**config.mk**
```make
export PLATFORM = sky130hd
export DESIGN_NAME = decimal_seven_segment_glyphs_core
export DESIGN_NICKNAME = d
export VERILOG_FILES = /design/src/rtl/dssg_pkg.sv /design/src/rtl/dssg_dabble.sv /design/src/rtl/decimal_seven_segment_glyphs_core.sv
export SDC_FILE = /design/constraint.sdc
export NUM_CORES = 1
export LEC_CHECK = 0
export ABC_AREA = 0
export BUFFER_PORTS_ARGS = -buffer_cell sky130_fd_sc_hd__buf_2
export CAP_MARGIN = 40
export CORE_MARGIN = 2
export CORE_UTILIZATION = 40
export DETAILED_ROUTE_END_ITERATION = 8
export GPL_ROUTABILITY_DRIVEN = 0
export GPL_TIMING_DRIVEN = 0
export MAX_ROUTING_LAYER = met4
export PLACE_DENSITY = 0.57
export SYNTH_ARGS = -nofsm -noshare
export SYNTH_HDL_FRONTEND = slang
export SYNTH_SLANG_ARGS = --single-unit
```
**constraint.sdc**
```tcl
create_clock -name clk -period 3.1 [get_ports clk]
set_input_delay 0.155 -clock clk [delete_from_list [all_inputs] [get_ports clk]]
set_output_delay 0.155 -clock clk [all_outputs]
set_load 0.01 [all_outputs]
```
**src/rtl/dssg_pkg.sv**
```systemverilog
package dssg_pkg;

  localparam int VALUE_W    = 63;
  localparam int DIGIT_W    = 4;
  localparam int POS_W      = 5;
  localparam int GLYPH_W    = 35;
  localparam int MAX_DIGITS = 19;
  localparam int BCD_W      = MAX_DIGITS * DIGIT_W;
  localparam int BITCNT_W   = $clog2(VALUE_W);
  localparam int DEF_DIGIT_SLOTS = 20;

  typedef enum logic [1:0] {
    ST_IDLE,
    ST_CONV,
    ST_EMIT
  } dssg_state_t;

  // Commands from the sequencer to the converter
  typedef struct packed {
    logic load;    // take a new binary value, clear the BCD digits
    logic conv;    // one shift-and-add-3 step
    logic dshift;  // drop the top digit, next one moves up
  } dssg_ctl_t;

  // segment bits: 0 top, 1 middle, 2 bottom, 3 upper-left, 4 lower-left,
  // 5 upper-right, 6 lower-right
  function automatic logic [6:0] seg_of(logic [DIGIT_W-1:0] d);
    logic [6:0] s;
    case (d)
      4'd0:    s = 7'h7D;
      4'd1:    s = 7'h60;
      4'd2:    s = 7'h37;
      4'd3:    s = 7'h67;
      4'd4:    s = 7'h6A;
      4'd5:    s = 7'h4F;
      4'd6:    s = 7'h5F;
      4'd7:    s = 7'h61;
      4'd8:    s = 7'h7F;
      4'd9:    s = 7'h6F;
      default: s = 7'h00;
    endcase
    return s;
  endfunction

  // 7 rows x 5 columns, bit row*5+col
  function automatic logic [GLYPH_W-1:0] glyph_of(logic [DIGIT_W-1:0] d);
    logic [6:0]         s;
    logic [GLYPH_W-1:0] g;
    s = seg_of(d);
    g = '0;
    if (s[0]) g[4:0]   = 5'h1F;
    if (s[1]) g[19:15] = 5'h1F;
    if (s[2]) g[34:30] = 5'h1F;
    for (int r = 0; r < 4; r++) begin
      if (s[3]) g[r*5]     = 1'b1;
      if (s[5]) g[r*5 + 4] = 1'b1;
    end
    for (int r = 4; r < 7; r++) begin
      if (s[4]) g[r*5]     = 1'b1;
      if (s[6]) g[r*5 + 4] = 1'b1;
    end
    return g;
  endfunction

endpackage

```
**src/rtl/dssg_dabble.sv**
```systemverilog
module dssg_dabble (
  input  logic                         clk,
  input  dssg_pkg::dssg_ctl_t          ctl,
  input  logic [dssg_pkg::VALUE_W-1:0] value,
  output logic [dssg_pkg::DIGIT_W-1:0] top_digit
);

  logic [dssg_pkg::VALUE_W-1:0] bin_r, bin_nxt;
  logic [dssg_pkg::BCD_W-1:0]   bcd_r, bcd_nxt;
  logic [dssg_pkg::BCD_W-1:0]   adj;

  // add 3 to every digit of 5 or more before the shift
  always_comb begin
    for (int i = 0; i < dssg_pkg::MAX_DIGITS; i++) begin
      if (bcd_r[i*dssg_pkg::DIGIT_W +: dssg_pkg::DIGIT_W] >= 4'd5)
        adj[i*dssg_pkg::DIGIT_W +: dssg_pkg::DIGIT_W] =
          bcd_r[i*dssg_pkg::DIGIT_W +: dssg_pkg::DIGIT_W] + 4'd3;
      else
        adj[i*dssg_pkg::DIGIT_W +: dssg_pkg::DIGIT_W] =
          bcd_r[i*dssg_pkg::DIGIT_W +: dssg_pkg::DIGIT_W];
    end
  end

  always_comb begin
    bin_nxt = bin_r;
    bcd_nxt = bcd_r;
    if (ctl.load) begin
      bin_nxt = value;
      bcd_nxt = '0;
    end else if (ctl.conv) begin
      bcd_nxt = {adj[dssg_pkg::BCD_W-2:0], bin_r[dssg_pkg::VALUE_W-1]};
      bin_nxt = {bin_r[dssg_pkg::VALUE_W-2:0], 1'b0};
    end else if (ctl.dshift) begin
      bcd_nxt = {bcd_r[dssg_pkg::BCD_W-dssg_pkg::DIGIT_W-1:0], {dssg_pkg::DIGIT_W{1'b0}}};
    end
  end

  always_ff @(posedge clk) begin
    bin_r <= bin_nxt;
    bcd_r <= bcd_nxt;
  end

  assign top_digit = bcd_r[dssg_pkg::BCD_W-1 -: dssg_pkg::DIGIT_W];

endmodule

```
**src/rtl/decimal_seven_segment_glyphs_core.sv**
```systemverilog
// Renders a 63-bit unsigned value as decimal seven-segment glyphs, one output
// item per digit, most significant first, without leading zeros (zero gives a
// single 0); out_last marks the least significant digit. If the number has
// more digits than DIGIT_SLOTS (capped at 19), only the low DIGIT_SLOTS digits
// come out. Each item is first converted in a bit-serial binary-to-BCD
// register by shift-and-add-3 steps over every input bit; then the BCD
// register shifts one digit per cycle, skipping leading zeros and emitting the
// rest through a one-entry output register, where a digit to be emitted waits
// while that register holds an unaccepted item. A new value is taken only when
// the last digit of the current one has been emitted: in_ready is high only
// between items.
module decimal_seven_segment_glyphs_core #(
  parameter int DIGIT_SLOTS = dssg_pkg::DEF_DIGIT_SLOTS
) (
  input  logic                         clk,
  input  logic                         rst_n,
  input  logic                         in_valid,
  output logic                         in_ready,
  input  logic [dssg_pkg::VALUE_W-1:0] in_value,
  output logic                         out_valid,
  input  logic                         out_ready,
  output logic [dssg_pkg::DIGIT_W-1:0] out_digit,
  output logic [dssg_pkg::POS_W-1:0]   out_position,
  output logic [dssg_pkg::GLYPH_W-1:0] out_glyph,
  output logic                         out_last
);

  localparam int SLOTS = (DIGIT_SLOTS > dssg_pkg::MAX_DIGITS) ? dssg_pkg::MAX_DIGITS :
                         (DIGIT_SLOTS < 1) ? 1 : DIGIT_SLOTS;
  localparam logic [dssg_pkg::POS_W-1:0]    SLOTS_P  = dssg_pkg::POS_W'(SLOTS);
  localparam logic [dssg_pkg::POS_W-1:0]    TOP_IDX  = dssg_pkg::POS_W'(dssg_pkg::MAX_DIGITS - 1);
  localparam logic [dssg_pkg::BITCNT_W-1:0] LAST_BIT =
    dssg_pkg::BITCNT_W'(dssg_pkg::VALUE_W - 1);

  dssg_pkg::dssg_state_t state_r, state_nxt;
  dssg_pkg::dssg_ctl_t   ctl;

  logic [dssg_pkg::BITCNT_W-1:0] bit_cnt_r, bit_cnt_nxt;
  logic [dssg_pkg::POS_W-1:0]    cur_r, cur_nxt;
  logic [dssg_pkg::POS_W-1:0]    pos_r, pos_nxt;
  logic                          started_r, started_nxt;
  logic [dssg_pkg::DIGIT_W-1:0]  top_digit;

  logic                          out_valid_r, out_valid_nxt;
  logic [dssg_pkg::DIGIT_W-1:0]  out_digit_r;
  logic [dssg_pkg::POS_W-1:0]    out_pos_r;
  logic [dssg_pkg::GLYPH_W-1:0]  out_glyph_r;
  logic                          out_last_r;

  logic in_fire, slot_free, skip, emit;

  assign in_fire   = in_valid && in_ready;
  assign slot_free = !out_valid_r || out_ready;
  // digit above the slot window, or a leading zero that is not the units digit
  assign skip = (cur_r >= SLOTS_P) ||
                (!started_r && top_digit == '0 && cur_r != '0);
  assign emit = (state_r == dssg_pkg::ST_EMIT) && !skip && slot_free;

  dssg_dabble u_dabble (
    .clk       (clk),
    .ctl       (ctl),
    .value     (in_value),
    .top_digit (top_digit)
  );

  // next state
  always_comb begin
    state_nxt = state_r;
    case (state_r)
      dssg_pkg::ST_IDLE: if (in_fire) state_nxt = dssg_pkg::ST_CONV;
      dssg_pkg::ST_CONV: if (bit_cnt_r == LAST_BIT) state_nxt = dssg_pkg::ST_EMIT;
      dssg_pkg::ST_EMIT: if (emit && cur_r == '0) state_nxt = dssg_pkg::ST_IDLE;
      default:           state_nxt = dssg_pkg::ST_IDLE;
    endcase
  end

  // outputs and counters
  always_comb begin
    ctl         = '0;
    in_ready    = 1'b0;
    bit_cnt_nxt = bit_cnt_r;
    cur_nxt     = cur_r;
    pos_nxt     = pos_r;
    started_nxt = started_r;
    case (state_r)
      dssg_pkg::ST_IDLE: begin
        in_ready = 1'b1;
        if (in_fire) begin
          ctl.load    = 1'b1;
          bit_cnt_nxt = '0;
          cur_nxt     = TOP_IDX;
          pos_nxt     = '0;
          started_nxt = 1'b0;
        end
      end
      dssg_pkg::ST_CONV: begin
        ctl.conv    = 1'b1;
        bit_cnt_nxt = bit_cnt_r + 1'b1;
      end
      dssg_pkg::ST_EMIT: begin
        if (skip || emit) begin
          ctl.dshift = 1'b1;
          if (cur_r != '0) cur_nxt = cur_r - 1'b1;
          // a nonzero digit above the window still ends the leading zeros
          if (top_digit != '0) started_nxt = 1'b1;
        end
        if (emit) begin
          pos_nxt     = pos_r + 1'b1;
          started_nxt = 1'b1;
        end
      end
      default: ;
    endcase
  end

  always_comb begin
    out_valid_nxt = out_valid_r;
    if (emit)
      out_valid_nxt = 1'b1;
    else if (out_ready)
      out_valid_nxt = 1'b0;
  end

  always_ff @(posedge clk) begin
    if (!rst_n) begin
      state_r     <= dssg_pkg::ST_IDLE;
      out_valid_r <= 1'b0;
      bit_cnt_r   <= '0;
      cur_r       <= '0;
      pos_r       <= '0;
      started_r   <= 1'b0;
    end else begin
      state_r     <= state_nxt;
      out_valid_r <= out_valid_nxt;
      bit_cnt_r   <= bit_cnt_nxt;
      cur_r       <= cur_nxt;
      pos_r       <= pos_nxt;
      started_r   <= started_nxt;
    end
  end

  always_ff @(posedge clk) begin
    if (emit) begin
      out_digit_r <= top_digit;
      out_pos_r   <= pos_r;
      out_glyph_r <= dssg_pkg::glyph_of(top_digit);
      out_last_r  <= (cur_r == '0);
    end
  end

  assign out_valid    = out_valid_r;
  assign out_digit    = out_digit_r;
  assign out_position = out_pos_r;
  assign out_glyph    = out_glyph_r;
  assign out_last     = out_last_r;

`ifndef SYNTH
  a_accept_starts_conv: assert property (@(posedge clk) disable iff (!rst_n)
    in_fire |=> (state_r == dssg_pkg::ST_CONV) && !in_ready)
    else $error("item accepted but conversion did not start");

  a_digit_range: assert property (@(posedge clk) disable iff (!rst_n)
    out_valid |-> (out_digit <= 4'd9) && (out_position < SLOTS_P))
    else $error("output digit or position out of range");

  a_emit_holds: assert property (@(posedge clk) disable iff (!rst_n)
    (out_valid && !out_ready) |-> !emit)
    else $error("new digit overwrote an unaccepted item");
`endif

endmodule
```
# Word-level counts from Yosys, hierarchy flattened
# Memory sizes are Yosys's and may differ from the RTL's. A register that Yosys moved wholly into a read port is not among the register bits.
# Index checks and enable logic that the tools add are counted.
dict set report word_totals {
  reg_bits 192
  rom_bits 112
  inputBits 67
  memories 1
  output_inout_bits 47
  elab_cells 156
}
dict set report classes {
  n_lt_le_gt_ge 20
  n_addsub 22
  n_reduce_logical 27
  n_eq_ne 11
  mux 59
}
# name depth width read_ports rd_clocked_by_memory_dff write_ports line
set mem_list {}
lappend mem_list {{(name not given)} 16 7 1 1 0 dssg_pkg.sv:29} ;# case (d)
# cell count
set ops {}
lappend ops {{two-way mux 76 bit} 2}
lappend ops {{two-way mux 63 bit} 2}
lappend ops {{two-way mux 4 bit} 20}
lappend ops {{>= comparator 4 x 3 -> 1 bit, second input constant} 19}
lappend ops {{adder 4 x 2 -> 4 bit, second input constant} 18}
lappend ops {{two-way mux 5 bit} 8}
lappend ops {{case mux 5 bit (2 select lines)} 2}
lappend ops {{two-way mux 1 bit} 16}
lappend ops {{case mux 6 bit (2 select lines)} 1}
lappend ops {{nonzero test 2 bit} 5}
lappend ops {{AND reduction 4 bit} 2}
lappend ops {{two-way mux 7 bit} 1}
lappend ops {{adder 6 x 1 -> 6 bit, second input constant} 1}
lappend ops {{== test 6 bit, second input constant} 1}
lappend ops {{logical AND 1 bit} 6}
lappend ops {{two-way mux 2 bit} 3}
lappend ops {{two-way mux 6 bit} 1}
lappend ops {{inequality test 2 x 1 -> 1 bit, second input constant} 3}
lappend ops {{inequality test 2 bit, second input constant} 3}
lappend ops {{inequality test 3 x 2 -> 1 bit, second input constant} 2}
lappend ops {{case mux 2 bit (3 select lines)} 1}
lappend ops {{AND reduction 3 bit} 2}
lappend ops {{adder 5 x 1 -> 5 bit, second input constant} 1}
lappend ops {{>= comparator 5 bit, second input constant} 1}
lappend ops {{other kinds (14)} 18}

# Logic depth before layout (Yosys ltp)
dict set report depth {
  ltp_word 14
  mapped_depth 11
  mapped_depth_nobuf 10
}

# By module
# From an unflattened synthesis, not the netlist that was laid out.
dict set report hier_totals {
  hier_cells 939
  area_unflattened_um2 9900.7
}
# mod area_each_um2 instances cells_each seq_area_each_um2
set modules_own_cells {}
lappend modules_own_cells {dssg_dabble 7646.1 1 716 3413.3}
lappend modules_own_cells {decimal_seven_segment_glyphs_core 2254.7 1 223 1091.0}

# Least setup slack after synthesis
# OpenSTA, ideal clock, no wires.
dict set report synth_timing {
  path_type {register to register}
  startpoint {register state_r[1]}
  endpoint {register u_dabble.bin_r[0] (netlist bit) (enable)}
  path_stages_with_launch 6
  period_less_slack_ns 3.257
  arrival_time_ns 2.576
  slack_ns -0.157
  setup_time_ns 0.681
  required_ns 2.419
  n_path_buf 3
  path_cell_list {dfxtp_1 -> nand2b_1 -> clkbuf_1 -> clkbuf_1 -> buf_1 -> nand2_1}
}
dict set report synth_between {
  elab_chain_cells 6
  elab_cells_between_ends 8
  classes_between {eq/ne (1); mux (4); reduce/logical (3)}
}
# element line
set synth_lines {}
lappend synth_lines {{from (decl)} decimal_seven_segment_glyphs_core.sv:35} ;# dssg_pkg::dssg_state_t state_r, state_nxt;
lappend synth_lines {{from (signal assigned)} decimal_seven_segment_glyphs_core.sv:126} ;# state_r <= dssg_pkg::ST_IDLE;
lappend synth_lines {{from (signal assigned)} decimal_seven_segment_glyphs_core.sv:133} ;# state_r <= state_nxt;
lappend synth_lines {{logical NOT 2 bit} decimal_seven_segment_glyphs_core.sv:85} ;# case (state_r)
lappend synth_lines {{two-way mux 1 bit} decimal_seven_segment_glyphs_core.sv:85}
lappend synth_lines {{logical AND 1 bit} decimal_seven_segment_glyphs_core.sv:52} ;# assign in_fire = in_valid && in_ready;
lappend synth_lines {{two-way mux 1 bit} decimal_seven_segment_glyphs_core.sv:88} ;# if (in_fire) begin
lappend synth_lines {{two-way mux 1 bit} decimal_seven_segment_glyphs_core.sv:85}
lappend synth_lines {{nonzero test 2 bit (no line) (*)} n/a}
lappend synth_lines {{to (signal assigned)} dssg_dabble.sv:39} ;# bin_r <= bin_nxt;
lappend synth_lines {{to (decl)} dssg_dabble.sv:8} ;# logic [dssg_pkg::VALUE_W-1:0] bin_r, bin_nxt;
# Mark *: on every way between the ends. The rest lies on a longest branch, timed or not.
# A chain may end at the register's enable or synchronous reset.

# Worst setup path in the final report
dict set report layout_timing {
  startpoint {register u_dabble.bcd_r[72] (netlist bit)}
  endpoint {register u_dabble.bcd_r[70] (netlist bit)}
}
dict set report layout_between {
  elab_chain_cells 11
}
# element line
set layout_lines {}
lappend layout_lines {{from (decl)} dssg_dabble.sv:9} ;# logic [dssg_pkg::BCD_W-1:0] bcd_r, bcd_nxt;
lappend layout_lines {{from (signal assigned)} dssg_dabble.sv:40} ;# bcd_r <= bcd_nxt;
lappend layout_lines {{logical NOT 4 bit (*)} decimal_seven_segment_glyphs_core.sv:56} ;# (!started_r && top_digit == '0 && cur_r != '0);
lappend layout_lines {{logical AND 1 bit (*) (2 in series)} decimal_seven_segment_glyphs_core.sv:56}
lappend layout_lines {{logical OR 1 bit (*)} decimal_seven_segment_glyphs_core.sv:55} ;# assign skip = (cur_r >= SLOTS_P) ||
lappend layout_lines {{logical NOT 1 bit} decimal_seven_segment_glyphs_core.sv:57} ;# assign emit = (state_r == dssg_pkg::ST_EMIT) && !skip && slot_free;
lappend layout_lines {{logical AND 1 bit (2 in series)} decimal_seven_segment_glyphs_core.sv:57}
lappend layout_lines {{logical OR 1 bit (*)} decimal_seven_segment_glyphs_core.sv:101} ;# if (skip || emit) begin
lappend layout_lines {{two-way mux 1 bit (*)} decimal_seven_segment_glyphs_core.sv:101}
lappend layout_lines {{two-way mux 1 bit (*)} decimal_seven_segment_glyphs_core.sv:85}
lappend layout_lines {{nonzero test 2 bit (no line) (*)} n/a}
# Marked as above.

==> impl_metrics.tcl <==
set metrics [dict create \
    run_status "complete, no violations" \
    hold_path.class "in2reg" \
    r2r_start "u_dabble.bcd_r[72]" \
    cp.depth 10 \
    grt_usage_pct 20.6 \
    skew_ns 0.0159 \
    cp.required_ns 3.44 \
    synth_area_leader_cell "edfxtp_1" \
    die_area_um2 26100 \
    numClockSinks 189 \
    postSynthCellCount 1131 \
    fin_crit_sh_pct 94.8 \
    worst_slew_pin_slew_ns 0.829 \
    grt_max_degree 64 \
    place_ws_ns -0.252 \
    cp.buffers_inverters 4 \
    synth-seq-area-share_pct 46.8 \
    p_leak_nw 4.84 \
    grt_pass1_vias 8139 \
    cts_tree "built" \
    netlist_area_um2 9920 \
    drt-total-wl_um 25900 \
    n_antenna_cell 0 \
    via_per_inst 5.15 \
    drive_above_1_share_pct 14.1 \
    clkPwrFrac_pct 33.7 \
    ys.flop_type "dfxtp_1" \
    vdd_drop_max_mv 0.410 \
    seqPwrFrac_pct 45.7 \
    timing.fmax_ghz 0.340 \
    setup_slack_ns 0.162 \
    start_util_pct 40.8 \
    area_delta_synth_final_pct 22.3 \
    switching_share_pct 31.0 \
    portBuffers 101 \
    drc 0 \
    intPower_w 0.00473 \
    async_flop_share_pct 0 \
    crit_fanout 10 \
    hpwl_um 16800 \
    power_frac_comb_pct 20.7 \
    antenna_left 0 \
    core_um2 24300 \
    fin_nets 1442 \
    rsz0062_at_grt "true" \
    switching_power_w 0.00213 \
    critPathTopFamily "buffers and inverters" \
    slew_headroom_pct 44.7 \
    drv_slew 0 \
    ys_top_cells_by_area "edfxtp_1, dfxtp_1, nand2_1" \
    cp-start-kind "register" \
    dieHeight_um 161 \
    root_buffer "clkbuf_16" \
    min_period_ns 2.94 \
    fill_cells 2274 \
    setup_violations 0 \
    synth_edf_count 86 \
    hold_violations 0 \
    ys_warn_count 0 \
    grt_overflow 0 \
    clk_pin_slew_ns 0.08 \
    worstPathArrival_ns 3.28 \
    drv_cap 0 \
    stdcell_count 1661 \
    cts_buffers 17 \
    end_kind "register" \
    row_count 57 \
    synth_top_area_share_pct 26.0 \
    cts_max_path_buffers 2 \
    drt_pass1_iterations 6 \
    die_x_um 161 \
    yosysUniqueCellTypes 56 \
    criticalPathCategory "reg2reg" \
    critPathSlowestCell "buf_1" \
    syn_area_per_cell_um2 8.77 \
    r2r_cells 10 \
    cts_htree_levels 4 \
    startpoint "u_dabble.bcd_r[72]" \
    worst_path_most_repeated_cell "buf_4" \
    dp_cells 1567 \
    io_pins 114 \
    insertion_delay_ns 0.44 \
    antenna_found_initial 0 \
    ys_seq_elements 189 \
    grt_pass1_wl_um 41600 \
    cpPeakStageDelay_ns 0.53 \
    num_vias 8562 \
    power.total_w 0.00685 \
    wl_per_cell_um 15.6 \
    power.density_nw_per_um2 565 \
    timing.hold.ws_ns 0.0151 \
    hold_depth 3 \
    crit_chain "inv_1 > ha_1 > nor4b_2 > a221oi_4 > buf_4 > buf_4 > nor2_2 > buf_1 > nand2_1 > a311oi_1" \
    first_iter_violations 707 \
    worstHoldStart "in_value[54]" \
]
==> state kept, by name, indices dropped and copies added (netlist names), 4 cells and up, named ones only <==
name	flops
u_dabble.bcd_r	76
u_dabble.bin_r	63
out_glyph	13
bit_cnt_r	6
cur_r	5
out_position	5
pos_r	5
out_digit	4
==> cells in the mapped netlist, drive strengths merged, types with 21 or more instances <==
cell,count
nand2,257
dfxtp,103
nor2,88
edfxtp,86
a21oi,69
clkbuf,60
inv,59
ha,51
buf,33
o21ai,33
a211oi,31
a31oi,27
nand2b,23
nor3,21
==> path summary, 6_finish.rpt <==
| path | endpoint | slack, ns |
|---|---|---|
| worst max-delay path | u_dabble.bcd_r[70] | 0.16 |
| worst min-delay path | u_dabble.bin_r[54] | 0.02 |
| worst max register to register | u_dabble.bcd_r[70] | 0.16 |
| worst min register to register | out_glyph[25] | 0.43 |
==> repair_timing <==
action                                 CTS  global route
buffers inserted                         1             2
setup endpoints to repair               65            99
hold buffers                            59             0
endpoints found under the hold margin   59             0
resized for setup                        3            11
pin swaps                                1             1
==> final cells by class <==
class / count / area (um2) / share of cell area [%]
Tap cell: 324 / 405 / 3.34
Inverter: 59 / 221 / 1.83
Clock buffer: 17 / 425 / 3.51
Multi-Input combinational cell: 801 / 4680 / 38.6
Clock inverter: 15 / 188 / 1.55
Buffer: 93 / 448 / 3.69
Sequential cell: 189 / 4640 / 38.3
Timing Repair Buffer: 163 / 1120 / 9.22
==> power groups by stage <==
stage          clock [W]  combinational [W]  sequential, W
2_1_floorplan          0            0.00101        0.00312
3_3_place_gp           0            0.00132        0.00318
3_5_place_dp           0            0.00134        0.00318
4_1_cts          0.00237            0.00141        0.00313
5_1_grt          0.00246            0.00160        0.00317
6_report         0.00231            0.00142        0.00313
==> stage by stage <==
stage | setup TNS, ns | instance area, um2 | util (%)
after floorplan | 0 | 9970 | -
after global placement | -48.55 | 10900 | 44.7
after detailed placement | -15.73 | 10900 | 44.7
after CTS | 0 | 12100 | 49.8
after global routing | -0.0705 | 12100 | 49.9
final | 0 | 12100 | 49.9
==> cell families (layout without fill, tap and decap cells) <==
family	after synthesis	in the layout	share of synthesized area, %
DFF	189	189	46.8
other	1	12	0.0378
and+or+nand+nor	437	437	18.7
buffers and inverters	152	347	6.66
AOI/OAI and AO/OA	271	271	18.6
muxes	4	4	0.416
adders and majority gates	51	51	6.43
xor gates and xnor gates	26	26	2.30
==> layout by cell type, fill, tap and decap left out, types with 8 or more instances in the layout <==
cell type	instances
clkbuf_16	17
o211ai_1	8
edfxtp_1	86
nand3_1	16
conb_1	12
nor3_1	21
o21a_1	16
buf_2	107
clkbuf_1	56
o32a_1	13
dfxtp_1	103
ha_1	51
nand2b_1	23
a211oi_1	31
nor2_1	86
xnor2_1	19
o21ai_0	33
a31oi_1	27
dlygate4sd3_1	59
a311oi_1	19
o22ai_1	17
a21oi_1	68
inv_1	58
a32oi_1	17
nand2_1	256
buf_4	26
==> routing by layer <==
layer | GRT usage, % | routed length, um | up-vias
li1 | - | - | 4326
met1 | 26.8 | 12300 | 4001
met2 | 33.4 | 12200 | 217
met3 | 3.26 | 1270 | 18
met4 | 5.52 | 225 | 0
met5 | - | 0 | -
==> worst reg2reg max path, cell delays in order, from the launching register on <==
cell      delay [ns]
dfxtp_1         0.36
inv_1           0.16
ha_1            0.19
nor4b_2         0.39
a221oi_4        0.13
buf_4           0.16
buf_4           0.14
nor2_2          0.38
buf_1           0.53
nand2_1         0.13
a311oi_1        0.28
Power figures use the tool's default switching activity.
